--- config.mk ---
export PLATFORM = sky130hd
export DESIGN_NAME = round_robin_time_slice_scheduler
export DESIGN_NICKNAME = d
export VERILOG_FILES = /design/src/sv/rrts_pkg.sv /design/src/sv/rrts_cell.sv /design/src/sv/rrts_queue.sv /design/src/sv/round_robin_time_slice_scheduler.sv
export SDC_FILE = /design/constraint.sdc
export NUM_CORES = 1
export LEC_CHECK = 0
export ABC_AREA = 1
export BUFFER_PORTS_ARGS = -buffer_cell sky130_fd_sc_hd__buf_2
export CORE_ASPECT_RATIO = 0.7
export CORE_MARGIN = 5
export CORE_UTILIZATION = 62
export CTS_CLUSTER_DIAMETER = 100
export DETAILED_ROUTE_END_ITERATION = 8
export PLACE_DENSITY_LB_ADDON = 0.12
export SLEW_MARGIN = 20
export SYNTH_ARGS = -nofsm -noshare
export SYNTH_HDL_FRONTEND = slang
export SYNTH_SLANG_ARGS = --single-unit
export TNS_END_PERCENT = 10
--- constraint.sdc ---
create_clock -name clk -period 6.4 [get_ports clk]
set_clock_uncertainty 0.15 [all_clocks]
set_input_delay 1.28 -clock clk [delete_from_list [all_inputs] [get_ports clk]]
set_output_delay 1.28 -clock clk [all_outputs]
set_load 0.005 [all_outputs]
--- src/sv/rrts_pkg.sv ---
package rrts_pkg;

    localparam int unsigned ID_W     = 4;
    localparam int unsigned KIND_W   = 3;
    localparam int unsigned SLICE_W  = 8;
    localparam int unsigned QCNT_W   = 5;
    localparam int unsigned STATUS_W = 2;

    localparam int unsigned IN_DATA_W  = 8;
    localparam int unsigned IN_USER_W  = 3;
    localparam int unsigned OUT_DATA_W = 24;

    localparam logic [KIND_W-1:0] KIND_TICK   = 3'd0;
    localparam logic [KIND_W-1:0] KIND_ADD    = 3'd1;
    localparam logic [KIND_W-1:0] KIND_REMOVE = 3'd2;
    localparam logic [KIND_W-1:0] KIND_YIELD  = 3'd3;
    localparam logic [KIND_W-1:0] KIND_STOP   = 3'd4;

    localparam logic [STATUS_W-1:0] STATUS_OK        = 2'd0;
    localparam logic [STATUS_W-1:0] STATUS_FULL      = 2'd1;
    localparam logic [STATUS_W-1:0] STATUS_NOT_FOUND = 2'd2;

    localparam logic [SLICE_W-1:0] SLICE_TICKS_RESET = 8'd10;

    localparam logic [2:0] ADDR_SLICE_TICKS = 3'd0;
    localparam logic [2:0] ADDR_ENABLED     = 3'd4;

    typedef enum logic [0:0] {
        S_IDLE,
        S_SCAN
    } state_t;

    typedef struct packed {
        logic [STATUS_W-1:0] status;
        logic [QCNT_W-1:0]   queue_count;
        logic [ID_W-1:0]     previous_id;
        logic                previous_valid;
        logic                switched;
        logic [ID_W-1:0]     running_id;
        logic                running_valid;
    } result_t;

endpackage

--- src/sv/rrts_cell.sv ---
module rrts_cell #(
    parameter int unsigned IDX   = 0,
    parameter int unsigned IDX_W = 4
) (
    input  logic                      clk,
    input  logic                      shift,
    input  logic                      wr_en,
    input  logic [IDX_W-1:0]          wr_pos,
    input  logic [rrts_pkg::ID_W-1:0] wr_data,
    input  logic [rrts_pkg::ID_W-1:0] next_slot,
    output logic [rrts_pkg::ID_W-1:0] slot
);

    logic [rrts_pkg::ID_W-1:0] slot_reg;
    logic [rrts_pkg::ID_W-1:0] slot_next;

    always_comb
    begin
        if (wr_en && (wr_pos == IDX_W'(IDX)))
        begin
            slot_next = wr_data;
        end
        else if (shift)
        begin
            slot_next = next_slot;
        end
        else
        begin
            slot_next = slot_reg;
        end
    end

    always_ff @(posedge clk)
    begin
        slot_reg <= slot_next;
    end

    assign slot = slot_reg;

endmodule

--- src/sv/rrts_queue.sv ---
module rrts_queue #(
    parameter int unsigned DEPTH = 16,
    parameter int unsigned IDX_W = 4
) (
    input  logic                      clk,
    input  logic                      shift,
    input  logic                      wr_en,
    input  logic [IDX_W-1:0]          wr_pos,
    input  logic [rrts_pkg::ID_W-1:0] wr_data,
    output logic [rrts_pkg::ID_W-1:0] head
);

    logic [rrts_pkg::ID_W-1:0] slots [DEPTH];

    // shift moves every entry one cell toward the head; a write wins over the shift
    for (genvar i = 0; i < DEPTH; i++)
    begin : g_cell
        logic [rrts_pkg::ID_W-1:0] from_right;

        if (i == DEPTH - 1)
        begin : g_last
            assign from_right = '0;
        end
        else
        begin : g_mid
            assign from_right = slots[i+1];
        end

        rrts_cell #(
            .IDX   (i),
            .IDX_W (IDX_W)
        ) u_cell (
            .clk       (clk),
            .shift     (shift),
            .wr_en     (wr_en),
            .wr_pos    (wr_pos),
            .wr_data   (wr_data),
            .next_slot (from_right),
            .slot      (slots[i])
        );
    end

    assign head = slots[0];

endmodule

--- src/sv/round_robin_time_slice_scheduler.sv ---
// Round-robin scheduler with time slice. Events enter on the s_ side (kind in tuser,
// task id in tdata), one status record per event leaves on the m_ side. Tick, add,
// yield, stop and a remove on an empty queue are handled in the accepting cycle; the
// record is registered and the next event is taken in the following cycle as long as
// the output register is free or drained. A remove on a non-empty queue goes through
// the accepting cycle, a rotation of the ready queue once through the chain of slot
// cells that drops the first match on the way, and a final step that registers the
// record once the output register is free. The user writes slice_ticks (0x0) and
// enabled (0x4) over APB only while no event is open; the block does not enforce it.
module round_robin_time_slice_scheduler #(
    parameter int unsigned MAX_TASKS = 16
) (
    input  logic                                clk,
    input  logic                                rst_n,

    input  logic                                s_tvalid,
    output logic                                s_tready,
    input  logic [rrts_pkg::IN_DATA_W-1:0]      s_tdata,   // [3:0] proc_id
    input  logic [rrts_pkg::IN_USER_W-1:0]      s_tuser,   // [2:0] kind

    output logic                                m_tvalid,
    input  logic                                m_tready,
    // [0] running_valid, [4:1] running_id, [5] switched, [6] previous_valid,
    // [10:7] previous_id, [15:11] queue_count, [17:16] status
    output logic [rrts_pkg::OUT_DATA_W-1:0]     m_tdata,

    input  logic                                psel,
    input  logic                                penable,
    input  logic                                pwrite,
    input  logic [2:0]                          paddr,
    input  logic [31:0]                         pwdata,
    output logic [31:0]                         prdata,
    output logic                                pready
);

    localparam int unsigned IDX_W = $clog2(MAX_TASKS);
    localparam int unsigned CNT_W = $clog2(MAX_TASKS + 1);

    localparam int unsigned ID_W    = rrts_pkg::ID_W;
    localparam int unsigned SLICE_W = rrts_pkg::SLICE_W;

    // configuration
    logic [SLICE_W-1:0] slice_ticks_reg;
    logic               enabled_reg;
    logic               cfg_wr;

    assign pready = 1'b1;
    assign cfg_wr = psel && penable && pwrite;

    always_ff @(posedge clk or negedge rst_n)
    begin
        if (!rst_n)
        begin
            slice_ticks_reg <= rrts_pkg::SLICE_TICKS_RESET;
            enabled_reg     <= 1'b0;
        end
        else if (cfg_wr)
        begin
            if (paddr[2] == rrts_pkg::ADDR_ENABLED[2])
            begin
                enabled_reg <= pwdata[0];
            end
            else
            begin
                slice_ticks_reg <= pwdata[SLICE_W-1:0];
            end
        end
    end

    assign prdata = (paddr[2] == rrts_pkg::ADDR_ENABLED[2]) ? {31'd0, enabled_reg}
                                                             : {24'd0, slice_ticks_reg};

    // state
    rrts_pkg::state_t     state_reg, state_next;
    logic [CNT_W-1:0]     count_reg, count_next;
    logic [CNT_W-1:0]     steps_reg, steps_next;
    logic                 found_reg, found_next;
    logic [ID_W-1:0]      rm_id_reg, rm_id_next;
    logic [ID_W-1:0]      cur_id_reg, cur_id_next;
    logic                 cur_valid_reg, cur_valid_next;
    logic                 cur_active_reg, cur_active_next;
    logic [SLICE_W-1:0]   slice_left_reg, slice_left_next;
    logic                 out_valid_reg, out_valid_next;
    rrts_pkg::result_t    out_data_reg, out_data_next;

    // queue control
    logic                 q_shift;
    logic                 q_wr_en;
    logic [CNT_W-1:0]     q_wr_pos;
    logic [ID_W-1:0]      q_wr_data;
    logic [ID_W-1:0]      q_head;

    logic                 in_xfer;
    logic                 out_free;
    logic [2:0]           kind;
    logic [ID_W-1:0]      pid;
    logic                 scan_done;

    assign kind      = s_tuser[2:0];
    assign pid       = s_tdata[ID_W-1:0];
    assign out_free  = !out_valid_reg || m_tready;
    assign s_tready  = (state_reg == rrts_pkg::S_IDLE) && out_free;
    assign in_xfer   = s_tvalid && s_tready;
    assign scan_done = (steps_reg == '0);

    rrts_queue #(
        .DEPTH (MAX_TASKS),
        .IDX_W (IDX_W)
    ) u_queue (
        .clk     (clk),
        .shift   (q_shift),
        .wr_en   (q_wr_en),
        .wr_pos  (q_wr_pos[IDX_W-1:0]),
        .wr_data (q_wr_data),
        .head    (q_head)
    );

    // next state
    always_comb
    begin
        state_next = state_reg;
        unique case (state_reg)
            rrts_pkg::S_IDLE:
            begin
                if (in_xfer && (kind == rrts_pkg::KIND_REMOVE) && (count_reg != '0))
                begin
                    state_next = rrts_pkg::S_SCAN;
                end
            end
            rrts_pkg::S_SCAN:
            begin
                if (scan_done && out_free)
                begin
                    state_next = rrts_pkg::S_IDLE;
                end
            end
            default: state_next = rrts_pkg::S_IDLE;
        endcase
    end

    // datapath
    always_comb
    begin
        logic               do_sched;
        logic               keep_old;
        logic [SLICE_W-1:0] slice_eff;
        logic               load_out;
        logic               sw;
        logic               prev_valid;
        logic [ID_W-1:0]    prev_id;
        logic [1:0]         status;

        count_next      = count_reg;
        steps_next      = steps_reg;
        found_next      = found_reg;
        rm_id_next      = rm_id_reg;
        cur_id_next     = cur_id_reg;
        cur_valid_next  = cur_valid_reg;
        cur_active_next = cur_active_reg;
        slice_left_next = slice_left_reg;
        q_shift         = 1'b0;
        q_wr_en         = 1'b0;
        q_wr_pos        = count_reg;
        q_wr_data       = pid;
        do_sched        = 1'b0;
        keep_old        = cur_valid_reg && cur_active_reg;
        slice_eff       = slice_left_reg;
        load_out        = 1'b0;
        sw              = 1'b0;
        prev_valid      = 1'b0;
        prev_id         = '0;
        status          = rrts_pkg::STATUS_OK;

        if (state_reg == rrts_pkg::S_IDLE)
        begin
            if (in_xfer)
            begin
                load_out = 1'b1;
                unique case (kind)
                    rrts_pkg::KIND_TICK:
                    begin
                        do_sched = enabled_reg;
                    end
                    rrts_pkg::KIND_ADD:
                    begin
                        if (count_reg == CNT_W'(MAX_TASKS))
                        begin
                            status = rrts_pkg::STATUS_FULL;
                        end
                        else
                        begin
                            q_wr_en    = 1'b1;
                            count_next = count_reg + CNT_W'(1);
                        end
                    end
                    rrts_pkg::KIND_REMOVE:
                    begin
                        if (count_reg == '0)
                        begin
                            status = rrts_pkg::STATUS_NOT_FOUND;
                        end
                        else
                        begin
                            load_out   = 1'b0;
                            steps_next = count_reg;
                            found_next = 1'b0;
                            rm_id_next = pid;
                        end
                    end
                    rrts_pkg::KIND_YIELD:
                    begin
                        do_sched = 1'b1;
                        if (cur_valid_reg)
                        begin
                            slice_eff = '0;
                        end
                    end
                    rrts_pkg::KIND_STOP:
                    begin
                        cur_active_next = 1'b0;
                    end
                    default:
                    begin
                    end
                endcase

                if (do_sched)
                begin
                    slice_left_next = slice_eff;
                    if (count_reg != '0)
                    begin
                        if (keep_old && (slice_eff != '0))
                        begin
                            slice_left_next = slice_eff - SLICE_W'(1);
                        end
                        else
                        begin
                            // dequeue head, requeue the old task at the freed tail slot if it is still active
                            q_shift   = 1'b1;
                            q_wr_pos  = count_reg - CNT_W'(1);
                            q_wr_data = cur_id_reg;
                            if (keep_old)
                            begin
                                q_wr_en = 1'b1;
                            end
                            else
                            begin
                                count_next = count_reg - CNT_W'(1);
                            end
                            sw              = 1'b1;
                            prev_valid      = cur_valid_reg;
                            prev_id         = cur_valid_reg ? cur_id_reg : '0;
                            cur_id_next     = q_head;
                            cur_valid_next  = 1'b1;
                            cur_active_next = 1'b1;
                            slice_left_next = slice_ticks_reg;
                        end
                    end
                end
            end
        end
        else
        begin
            if (!scan_done)
            begin
                // rotate: head leaves cell 0 and re-enters at the tail unless it is
                // the first match
                q_shift    = 1'b1;
                steps_next = steps_reg - CNT_W'(1);
                q_wr_pos   = count_reg - CNT_W'(1);
                q_wr_data  = q_head;
                if (!found_reg && (q_head == rm_id_reg))
                begin
                    found_next = 1'b1;
                    count_next = count_reg - CNT_W'(1);
                end
                else
                begin
                    q_wr_en = 1'b1;
                end
            end
            else if (out_free)
            begin
                load_out = 1'b1;
                status   = found_reg ? rrts_pkg::STATUS_OK : rrts_pkg::STATUS_NOT_FOUND;
            end
        end

        out_data_next.running_valid  = cur_valid_next;
        out_data_next.running_id     = cur_valid_next ? cur_id_next : '0;
        out_data_next.switched       = sw;
        out_data_next.previous_valid = prev_valid;
        out_data_next.previous_id    = prev_id;
        out_data_next.queue_count    = rrts_pkg::QCNT_W'(count_next);
        out_data_next.status         = status;

        if (load_out)
        begin
            out_valid_next = 1'b1;
        end
        else
        begin
            out_valid_next = out_valid_reg && !m_tready;
        end
    end

    always_ff @(posedge clk or negedge rst_n)
    begin
        if (!rst_n)
        begin
            state_reg      <= rrts_pkg::S_IDLE;
            count_reg      <= '0;
            steps_reg      <= '0;
            found_reg      <= 1'b0;
            cur_id_reg     <= '0;
            cur_valid_reg  <= 1'b0;
            cur_active_reg <= 1'b0;
            slice_left_reg <= '0;
            out_valid_reg  <= 1'b0;
        end
        else
        begin
            state_reg      <= state_next;
            count_reg      <= count_next;
            steps_reg      <= steps_next;
            found_reg      <= found_next;
            cur_id_reg     <= cur_id_next;
            cur_valid_reg  <= cur_valid_next;
            cur_active_reg <= cur_active_next;
            slice_left_reg <= slice_left_next;
            out_valid_reg  <= out_valid_next;
        end
    end

    always_ff @(posedge clk)
    begin
        rm_id_reg <= rm_id_next;
        if (out_valid_next && !(out_valid_reg && !m_tready))
        begin
            out_data_reg <= out_data_next;
        end
    end

    assign m_tvalid = out_valid_reg;
    assign m_tdata  = {6'd0, out_data_reg};

endmodule

==> metrics.md <==
| Metric | Value |
|---|---|
| Status | `complete, no violations` |
| Post-CTS resize count | `0` |
| Worst vdd ir | `313 µV` |
| Core area | `10900 µm²` |
| Yosys reg bits | `122` |
| Hold WC Path Type | `register to register` |
| Post-synthesis mux area share | `0%` |
| EDFF count, synth | `86` |
| Die ar. | `13300 µm²` |
| Startpoint Class | `input port` |
| Met2 Use GR | `35.8%` |
| MaxCap Viol Count | `0` |
| Post-synth ARST share | `29.5%` |
| Reg-to-reg slack, setup | `2.39 ns` |
| WS Path Type | `input port to register` |
| Die height | `98.2 µm` |
| Max Clock Freq | `0.216 GHz` |
| Nature of the critical path endpoint | `register` |
| Worst r2r src | `cur_valid_reg$_DFF_PN0_` |
| RSZ-0062 raised after global routing | `false` |
| Port Buffers | `50` |
| Largest register FFs | `64` |
| Final Instance Area | `7630 µm²` |
| Worst-path maximum fanout | `16` |
| Drc violations | `0` |
| Hold Crit Depth | `2` |
| Hold Path End | `slice_left_reg[1]$_DFFE_PN0P_` |
| DR vias | `5549` |
| Worst R2R Path Depth | `11` |
| Final Slew Violations | `0` |
| Antenna violations before repair | `0` |
| Period utilization | `72.2%` |
| Initial core utilization | `63.0%` |
| Slew headroom | `38.7%` |
| Pwr Density | `563 nW/µm²` |
| Placed inst area | `7010 µm²` |
| P&R area growth vs syn | `10.8%` |
| H-tree depth | `4` |
| Worst-path clk slew | `0.05 ns` |
| Least-Margin Pin Slew | `0.919 ns` |
| GP Congestion | `0.934` |
| Hold_sp | `slice_left_reg[1]$_DFFE_PN0P_` |
| Grt ovf | `0` |
| Post-CTS setup buffers | `0` |
| Layout net count | `862` |
| Sequential standard cell area | `3490 µm²` |
| 1st-iter DRT viols | `593` |
| HPWL after DPL | `11.0 mm` |
| FP Rows | `32` |
| Syn_area_per_cell | `8.95 µm²` |
| Worst R2R End | `u_queue.g_cell[4].u_cell.slot[1]$_DFFE_PP_` |
| Met1 Use GR | `37.9%` |
| Yosys cell types | `44` |
| Post-Synth Simple-Gate Area | `29.5%` |
| Largest family of logic cells by synthesized area | `simple AND/OR/NAND/NOR gates` |
| Die Width | `136 µm` |
| Antenna Violating Nets Remaining | `0` |
| Multi-input gate area | `2820 µm²` |
| Overall routing resource usage | `24.8%` |
| Synth Area in Compound Gates | `7.27%` |
| Xor/xnor share of the synthesized area | `1.40%` |
| DR WL/cell | `16.6 µm` |
| Setup_tns | `0 ns` |
| Sequential share of the synthesized area | `50.6%` |
| Critical Path RT | `6.35 ns` |
| Synth Flop Type | `edfxtp_1` |
| First drt pass iteration count | `6` |
| Global-route wire length before repair | `25.8 mm` |
| Number of global-route vias before repair | `5100` |
| Worst EP arrival | `4.58 ns` |
| Dominant cells by area after synthesis | `edfxtp_1 (38%), nand2_1 (13%), dfrtp_1 (12%)` |
| Minimum clock period | `4.62 ns` |
| Final setup viols | `0` |
| CTS Sinks | `122` |
| Cts hold-fix bufs | `0` |
| Clock buffer depth | `2` |
| Syn. warnings | `0` |
| CTS tree | `done` |
| Via density | `5.72` |
| Synth Area in Adders | `0.909%` |
| Post-Syn Instances | `769` |
| Hold Vio Cnt, Final | `0` |
| Antenna diode count | `0` |
| Fillers | `822` |
| Lkg Pwr | `3.52 nW` |
| GRT met3 Usage | `5.25%` |
| Insertion delay to the later sink of the worst-skew pair | `0.41 ns` |
| Num CTS Buffers | `17` |
| Synth top area share | `37.5%` |
| Share of layout cells above drive strength 1 | `16.5%` |
| I/O Pins | `112` |
| Root buf cell | `clkbuf_16` |
| Biggest area consumer among synthesized cells | `edfxtp_1` |
| Synthesized area | `6880 µm²` |
| Busiest layer in global routing | `met1` |
| Largest net degree at the start of global routing | `41` |
| Total Wirelength | `16.1 mm` |
synthesized netlist by cell type, drive strengths merged (2+ instances only):
cell / number
dfstp: 2
xnor2: 4
conb: 2
a211oi: 2
a21oi: 28
nand2: 242
o31ai: 2
xor2: 7
edfxtp: 86
nor2: 59
nor3: 3
buf: 57
nand4: 52
or2: 7
a31oi: 3
nand3: 48
inv: 63
ha: 5
o41ai: 2
clkbuf: 10
dfrtp: 34
o21ai: 37
o211ai: 8
worst max-delay path by stage:
| stage | startpoint | endpoint | cells past startpoint |
|---|---|---|---|
| after floorplan | s_tuser[2] | u_queue.g_cell[12].u_cell.slot[0]$_DFFE_PP_ | 15 |
| after global placement | s_tuser[2] | u_queue.g_cell[4].u_cell.slot[2]$_DFFE_PP_ | 13 |
| after CTS | s_tuser[2] | u_queue.g_cell[4].u_cell.slot[0]$_DFFE_PP_ | 13 |
| after detailed placement | s_tuser[2] | u_queue.g_cell[4].u_cell.slot[1]$_DFFE_PP_ | 13 |
| after global routing | s_tuser[2] | u_queue.g_cell[4].u_cell.slot[1]$_DFFE_PP_ | 13 |
| final | s_tuser[2] | u_queue.g_cell[4].u_cell.slot[1]$_DFFE_PP_ | 13 |
layout by cell type, fill, tap and decap left out, types with 2 or more instances in the layout:
| cell | netlist | routed |
|---|---|---|
| edfxtp_1 | 86 | 86 |
| o41ai_1 | 2 | 2 |
| clkbuf_8 | 0 | 3 |
| o31ai_1 | 2 | 2 |
| ha_1 | 5 | 5 |
| nand2_1 | 235 | 235 |
| o211ai_1 | 8 | 8 |
| nor2_2 | 5 | 5 |
| xor2_1 | 7 | 7 |
| nand3_2 | 8 | 8 |
| clkinv_2 | 0 | 2 |
| nand2_2 | 7 | 7 |
| conb_1 | 2 | 31 |
| dfstp_2 | 2 | 2 |
| inv_2 | 4 | 4 |
| buf_4 | 34 | 4 |
| nor3_1 | 3 | 3 |
| buf_2 | 14 | 50 |
| inv_1 | 58 | 58 |
| xnor2_1 | 4 | 4 |
| nand3_4 | 13 | 13 |
| a21oi_4 | 1 | 2 |
| clkbuf_16 | 0 | 20 |
| dfrtp_1 | 34 | 34 |
| a21oi_1 | 27 | 26 |
| nand4_1 | 51 | 51 |
| a31oi_1 | 3 | 3 |
| nor2_1 | 52 | 52 |
| or2_2 | 7 | 7 |
| a211oi_1 | 2 | 2 |
| nand3_1 | 27 | 27 |
| o21ai_0 | 35 | 35 |
| clkbuf_1 | 10 | 5 |
cell families after synthesis:
kind of cell               after synthesis
AOI/OAI and AO/OA                       85
other                                    2
and+or+nand+nor                        413
DFF                                    122
buffers and inverters                  131
adders and majority gates                5
xor gates and xnor gates                11
report_power, final:
group          total, mW  internal, mW  switching (mW)
Combinational       1.79         0.470            1.32
Sequential          1.54          1.36           0.177
Clock              0.965         0.635           0.330
stage by stage:
step / hold WS (ns) / util (%) / setup slack, ns / power, mW / instances
finish: 0.336 / 69.8 / 1.78 / 4.30 / 970
detailed placement: 0.316 / 64.1 / 1.47 / 3.28 / 938
global placement: 0.314 / 64.1 / 1.55 / 3.21 / 938
CTS: 0.331 / 69.7 / 1.86 / 4.27 / 970
floorplan: 0.299 / - / 2.80 / 2.90 / 798
global route: 0.364 / 69.8 / 1.48 / 4.56 / 970
layout make-up:
type / count / share of cell area, %
Clock inverter: 4 / 0.640
Timing Repair Buffer: 54 / 3.67
Inverter: 64 / 3.18
Tap cell: 153 / 2.51
Clock buffer: 28 / 7.35
Multi-Input combinational cell: 545 / 36.9
Sequential cell: 122 / 45.7
worst max-delay path, stage by stage:
cell	delay, ns
buf_2	0.11
inv_1	0.11
nand4_2	0.32
nand2_1	0.23
ha_1	0.28
nand2_2	0.12
o21ai_4	0.40
nand2_2	0.30
nand3_1	0.16
nand3_2	0.14
nor2_2	0.73
nand3_4	0.17
nand2_1	0.22
routing by layer:
layer	wire length [µm]	vias to the layer above
met5	0	-
met4	164	0
met3	1580	19
met2	7020	310
met1	7320	2615
li1	-	2605
Note: power is estimated with default switching activity, not from simulation.
